==> src/dtab_pkg.sv <==
// shared types and constants for the depth tested alpha blend writer
package dtab_pkg;

	localparam int unsigned DEF_PIXEL_COUNT = 65536;
	localparam int unsigned DEF_DEPTH_BITS  = 16;
	localparam int unsigned IDX_IN_W        = 16;
	localparam int unsigned CHAN_W          = 8;
	// fixed point shift of the index reciprocal
	localparam int unsigned RECIP_SHIFT     = 32;

	typedef struct packed {
		logic [IDX_IN_W-1:0] pixel_index;
		logic [15:0]         depth;
		logic [CHAN_W-1:0]   src_red;
		logic [CHAN_W-1:0]   src_green;
		logic [CHAN_W-1:0]   src_blue;
		logic [CHAN_W-1:0]   src_alpha;
	} frag_t;

	typedef struct packed {
		logic [CHAN_W-1:0] out_red;
		logic [CHAN_W-1:0] out_green;
		logic [CHAN_W-1:0] out_blue;
		logic [CHAN_W-1:0] out_alpha;
		logic              depth_passed;
	} result_t;

	typedef enum logic [3:0] {
		ST_CLEAR,
		ST_IDLE,
		ST_MUL1,
		ST_MUL2,
		ST_SUB,
		ST_READ,
		ST_BLEND1,
		ST_BLEND2,
		ST_WRITE
	} state_t;

	// commands from controller to datapath
	typedef struct packed {
		logic clr_wr;
		logic load;
		logic mul1;
		logic mul2;
		logic sub;
		logic rd;
		logic blend1;
		logic blend2;
		logic wr;
	} dp_cmd_t;

	// status from datapath to controller
	typedef struct packed {
		logic clr_last;
		logic out_free;
	} dp_sts_t;

endpackage

==> src/dtab_ctrl.sv <==
// controller state machine of the depth tested alpha blend writer
module dtab_ctrl (
	input  logic              clk,
	input  logic              arst_n,
	input  logic              frag_valid,
	output logic              frag_stall,
	input  dtab_pkg::dp_sts_t sts,
	output dtab_pkg::dp_cmd_t cmd
);
	import dtab_pkg::*;

	state_t state_q;
	state_t state_nxt;

	// state register
	always_ff @(posedge clk or negedge arst_n) begin
		if (!arst_n) begin
			state_q <= ST_CLEAR;
		end else begin
			state_q <= state_nxt;
		end
	end

	// next state
	always_comb begin
		state_nxt = state_q;
		case (state_q)
			ST_CLEAR: begin
				if (sts.clr_last) begin
					state_nxt = ST_IDLE;
				end
			end
			ST_IDLE: begin
				if (frag_valid) begin
					state_nxt = ST_MUL1;
				end
			end
			ST_MUL1:   state_nxt = ST_MUL2;
			ST_MUL2:   state_nxt = ST_SUB;
			ST_SUB:    state_nxt = ST_READ;
			ST_READ:   state_nxt = ST_BLEND1;
			ST_BLEND1: state_nxt = ST_BLEND2;
			ST_BLEND2: state_nxt = ST_WRITE;
			ST_WRITE: begin
				if (sts.out_free) begin
					state_nxt = ST_IDLE;
				end
			end
			default:   state_nxt = ST_CLEAR;
		endcase
	end

	// outputs
	always_comb begin
		cmd        = '0;
		frag_stall = 1'b1;
		case (state_q)
			ST_CLEAR:  cmd.clr_wr = 1'b1;
			ST_IDLE: begin
				frag_stall = 1'b0;
				cmd.load   = frag_valid;
			end
			ST_MUL1:   cmd.mul1   = 1'b1;
			ST_MUL2:   cmd.mul2   = 1'b1;
			ST_SUB:    cmd.sub    = 1'b1;
			ST_READ:   cmd.rd     = 1'b1;
			ST_BLEND1: cmd.blend1 = 1'b1;
			ST_BLEND2: cmd.blend2 = 1'b1;
			ST_WRITE:  cmd.wr     = sts.out_free;
			default:   cmd        = '0;
		endcase
	end

endmodule

==> config.mk <==
export PLATFORM = sky130hd
export DESIGN_NAME = dtab_ctrl
export DESIGN_NICKNAME = d
export VERILOG_FILES = /design/src/dtab_pkg.sv /design/src/dtab_ctrl.sv
export SDC_FILE = /design/constraint.sdc
export NUM_CORES = 1
export LEC_CHECK = 0
export ABC_CLOCK_PERIOD_IN_PS = 2900
export BUFFER_PORTS_ARGS = -buffer_cell sky130_fd_sc_hd__buf_2
export CAP_MARGIN = 20
export CORE_AREA = 5 5 42 44
export CTS_CLUSTER_SIZE = 24
export DETAILED_ROUTE_END_ITERATION = 7
export DIE_AREA = 0 0 47 49
export HOLD_SLACK_MARGIN = 0.15
export SYNTH_ARGS = -nofsm -noshare
export SYNTH_HDL_FRONTEND = slang
export SYNTH_SLANG_ARGS = --single-unit
export TNS_END_PERCENT = 30
==> constraint.sdc <==
create_clock -name clk -period 2.9 [get_ports clk]
set_clock_uncertainty 0.05 [all_clocks]
set_input_delay 0.435 -clock clk [delete_from_list [all_inputs] [get_ports clk]]
set_output_delay 0.435 -clock clk [all_outputs]
set_load 0.005 [all_outputs]
==> insert_results.sql <==
INSERT INTO impl_metrics (metric_group, metric, value, unit) VALUES
('setup_path', 'crit_path_cell_trace', 'nor4b_2, and2_1, buf_2', ''),
('final_layout', 'number_of_flip_flops_under_the_largest_register_name', '4', ''),
('setup_path', 'cp_num_buf_inv', '1', ''),
('setup_path', 'cp.arrival', '1.31', 'ns'),
('timing', 'holdWs', '0.3363', 'ns'),
('flow_run', 'drv_cap', '0', ''),
('synthesis', 'synth_cell_types', '20', ''),
('die', 'coreArea', '1401', 'µm²'),
('final_layout', 'final_cell_mix', 'sky130_fd_sc_hd__buf_2 (14), sky130_fd_sc_hd__nor2_1 (5), sky130_fd_sc_hd__nor3_1 (4), sky130_fd_sc_hd__dfrtp_1 (4), sky130_fd_sc_hd__clkbuf_4 (3)', ''),
('setup_path', 'kind_of_cell_adding_the_most_delay_to_the_critical_path', 'simple AND/OR/NAND/NOR gates', ''),
('routing', 'top_signal_layer_used', 'met4', ''),
('routing', 'route.vias.total', '285', ''),
('clock_tree', 'htreeDepth', '1', ''),
('setup_path', 'crit_path_top_delay_cell', 'sky130_fd_sc_hd__dfrtp_1', ''),
('clock_tree', 'tritoncts', 'yes', ''),
('final_layout', 'antenna-diode-count', '0', ''),
('clock_tree', 'cts.path.max_buffers', '2', ''),
('power', 'peak_supply_drop', '311.2', 'µV'),
('final_layout', 'layout.nets', '55', ''),
('die', 'ports', '15', ''),
('die', 'die_height', '49', 'µm'),
('final_layout', 'areaGrowthSynthToFinish', '41.71', '%'),
('timing', 'setup-violations-final', '0', ''),
('setup_path', 'start_kind', 'flop', ''),
('synthesis', 'seq_area_frac_synth', '37.91', '%'),
('setup_path', 'worst-endpoint-required', '2.41', 'ns'),
('global_routing', 'largest_net_degree_at_the_start_of_global_routing', '11', ''),
('clock_tree', 'cts.root.buffer_cell', 'sky130_fd_sc_hd__clkbuf_4', ''),
('power', 'leak', '0.0001885', 'µW'),
('timing', 'post-route-min-period', '1.796', 'ns'),
('final_layout', 'biggestRegsByFlops', 'state_q: 4 flops', ''),
('timing', 'rsz0062_at_grt', 'false', ''),
('setup_path', 'critical_path_peak_fanout', '7', ''),
('clock_tree', 'clkLatencyLatePin', '0.24', 'ns'),
('synthesis', 'syn_avg_cell_area', '8.250', 'µm²'),
('setup_path', 'timing.critical_path.slowest_cell_delay', '0.45', 'ns'),
('setup_path', 'timing.setup.critical_path_class', 'flop to output pin', ''),
('final_layout', 'fillerInstances', '167', ''),
('routing', 'detail_route.first_pass.iterations', '2', ''),
('global_routing', 'congestion_overflow_gr', '0', ''),
('die', 'total_number_of_placement_rows', '14', ''),
('synthesis', 'yosys_register_bits', '4', ''),
('routing', 'antenna_violating_nets_post_route', '0', ''),
('clock_tree', 'cts_sink_cnt', '4', ''),
('synthesis', 'yosysWarnings', '0', ''),
('routing', 'met3RoutedLength', '71', 'µm'),
('routing', 'wl', '701', 'µm'),
('timing', 'hold_violations', '0', ''),
('routing', 'drt_iter0_drc', '3', ''),
('timing', 'final.period_utilization', '61.92', '%'),
('timing', 'fin_tns_setup', '0', 'ns'),
('power', 'switching_share', '42.99', '%'),
('final_layout', 'register_with_the_highest_flop_count', 'state_q', ''),
('synthesis', 'synthesis.nets', '37', ''),
('timing', 'tightestPinTransition', '0.3385', 'ns'),
('power', 'internal-power', '218.0', 'µW'),
('global_routing', 'number_of_global_route_vias_before_repair', '273', ''),
('synthesis', 'mapped_area', '264.0', 'µm²'),
('power', 'clockPowerShare', '18.2', '%'),
('run_status', 'status', 'finished, final reports clean', ''),
('power', 'combinationalPowerShare', '45.7', '%'),
('power', 'power_density', '1022', 'nW/µm²'),
('power', 'net-switching-power', '164.4', 'µW'),
('die', 'die_area', '2303', 'µm²'),
('final_layout', 'post_route_cells_drive_above_1_share', '37.50', '%'),
('global_routing', 'grt_pass1_wl', '1131', 'µm'),
('hold_path', 'worst_hold_path_type', 'primary input to flop', ''),
('final_layout', 'mostFrequentLayoutCell', 'sky130_fd_sc_hd__buf_2', ''),
('synthesis', 'synthesis.instances', '32', ''),
('clock_tree', 'tritoncts.num_buffers', '3', ''),
('routing', 'vias_per_cell', '4.453', '');
## path summary, 6_finish.rpt
check	slack, ns	start	endpoint	cells past startpoint
worst min-delay path	0.34	sts[0]	state_q[3]$_DFFE_PN0P_	2
min in group asynchronous	0.49	arst_n	state_q[3]$_DFFE_PN0P_	2
worst max-delay path	1.10	state_q[1]$_DFFE_PN0P_	cmd[0]	3
worst min register to register	0.55	state_q[3]$_DFFE_PN0P_	state_q[2]$_DFFE_PN0P_	1
worst max register to register	1.71	state_q[1]$_DFFE_PN0P_	state_q[0]$_DFFE_PN0P_	3
max in group asynchronous	2.19	arst_n	state_q[1]$_DFFE_PN0P_	2
## routing by layer
metal  global-route usage [%]  vias up
met2                    8.145       16
met5                        0        -
met4                    9.677        0
li1                         -      142
met3                    3.321        4
met1                    8.647      123
## timing repair
item	in CTS	in global routing
buffers inserted	0	0
setup endpoints to repair	0	0
endpoints found under the hold margin	4	0
hold buffers	1	0
## worst register-to-register path, delay by kind of cell (launching register included)
kind,cells,cell delay [ns]
AND/OR/NAND/NOR,2,0.51
flip-flops,1,0.45
AO/OA/AOI/OAI,1,0.11
## power by group through the flow
| stage | Sequential (µW) | Clock (µW) | Combinational [µW] |
|---|---|---|---|
| after floorplan | 103 | 0 | 147 |
| after global placement | 135 | 0 | 177 |
| after detailed placement | 137 | 0 | 176 |
| after CTS | 137 | 72.1 | 179 |
| after global routing | 144 | 79.4 | 198 |
| final | 138 | 69.6 | 175 |
## per-stage QoR
| step | util [%] | worst slack (ns) | cell area (µm²) | cells | total power (µW) |
|---|---|---|---|---|---|
| global route | 26.70 | 0.9614 | 374.1 | 64 | 421.2 |
| CTS | 26.70 | 1.102 | 374.1 | 64 | 387.8 |
| floorplan | - | 1.526 | 264.0 | 32 | 250.8 |
| global placement | 24.38 | 1.395 | 341.6 | 60 | 311.7 |
| detailed placement | 24.38 | 1.363 | 341.6 | 60 | 313.6 |
| finish | 26.70 | 1.104 | 374.1 | 64 | 382.3 |
## cell type report
class / count / area, µm² / share of cell area (%)
clock buffer: 3 / 22.52 / 6.020
inverter: 1 / 3.754 / 1.003
multi-input combinational: 25 / 147.6 / 39.46
sequential: 4 / 100.1 / 26.76
tap: 16 / 20.02 / 5.351
timing repair buffer: 15 / 80.08 / 21.40
## cell usage after synthesis, drive strengths merged
library cell	instances	area [µm²]
dfrtp	4	100.1
and2	1	6.260
nor3	4	20.02
and2b	1	7.510
and3	1	6.260
nand2	2	7.510
xor2	1	8.760
a21oi	1	5.000
buf	2	12.51
nand2b	2	12.51
a2bb2oi	1	8.760
o22ai	1	6.260
nor4b	1	15.01
nor2b	1	6.260
o21bai	1	7.510
inv	1	3.750
nor2	5	18.77
nor4	1	6.260
o21ai	1	5.000
## kinds of logic (layout without fill, tap and decap cells)
| family | after synthesis | in the layout | share of synthesized area (%) |
|---|---|---|---|
| AOI/OAI and AO/OA | 5 | 5 | 12.32 |
| xor gates and xnor gates | 1 | 1 | 3.318 |
| buffers and inverters | 3 | 19 | 6.159 |
| DFF | 4 | 4 | 37.92 |
| and+or+nand+nor | 19 | 19 | 40.29 |
Power figures use the tool's default switching activity.
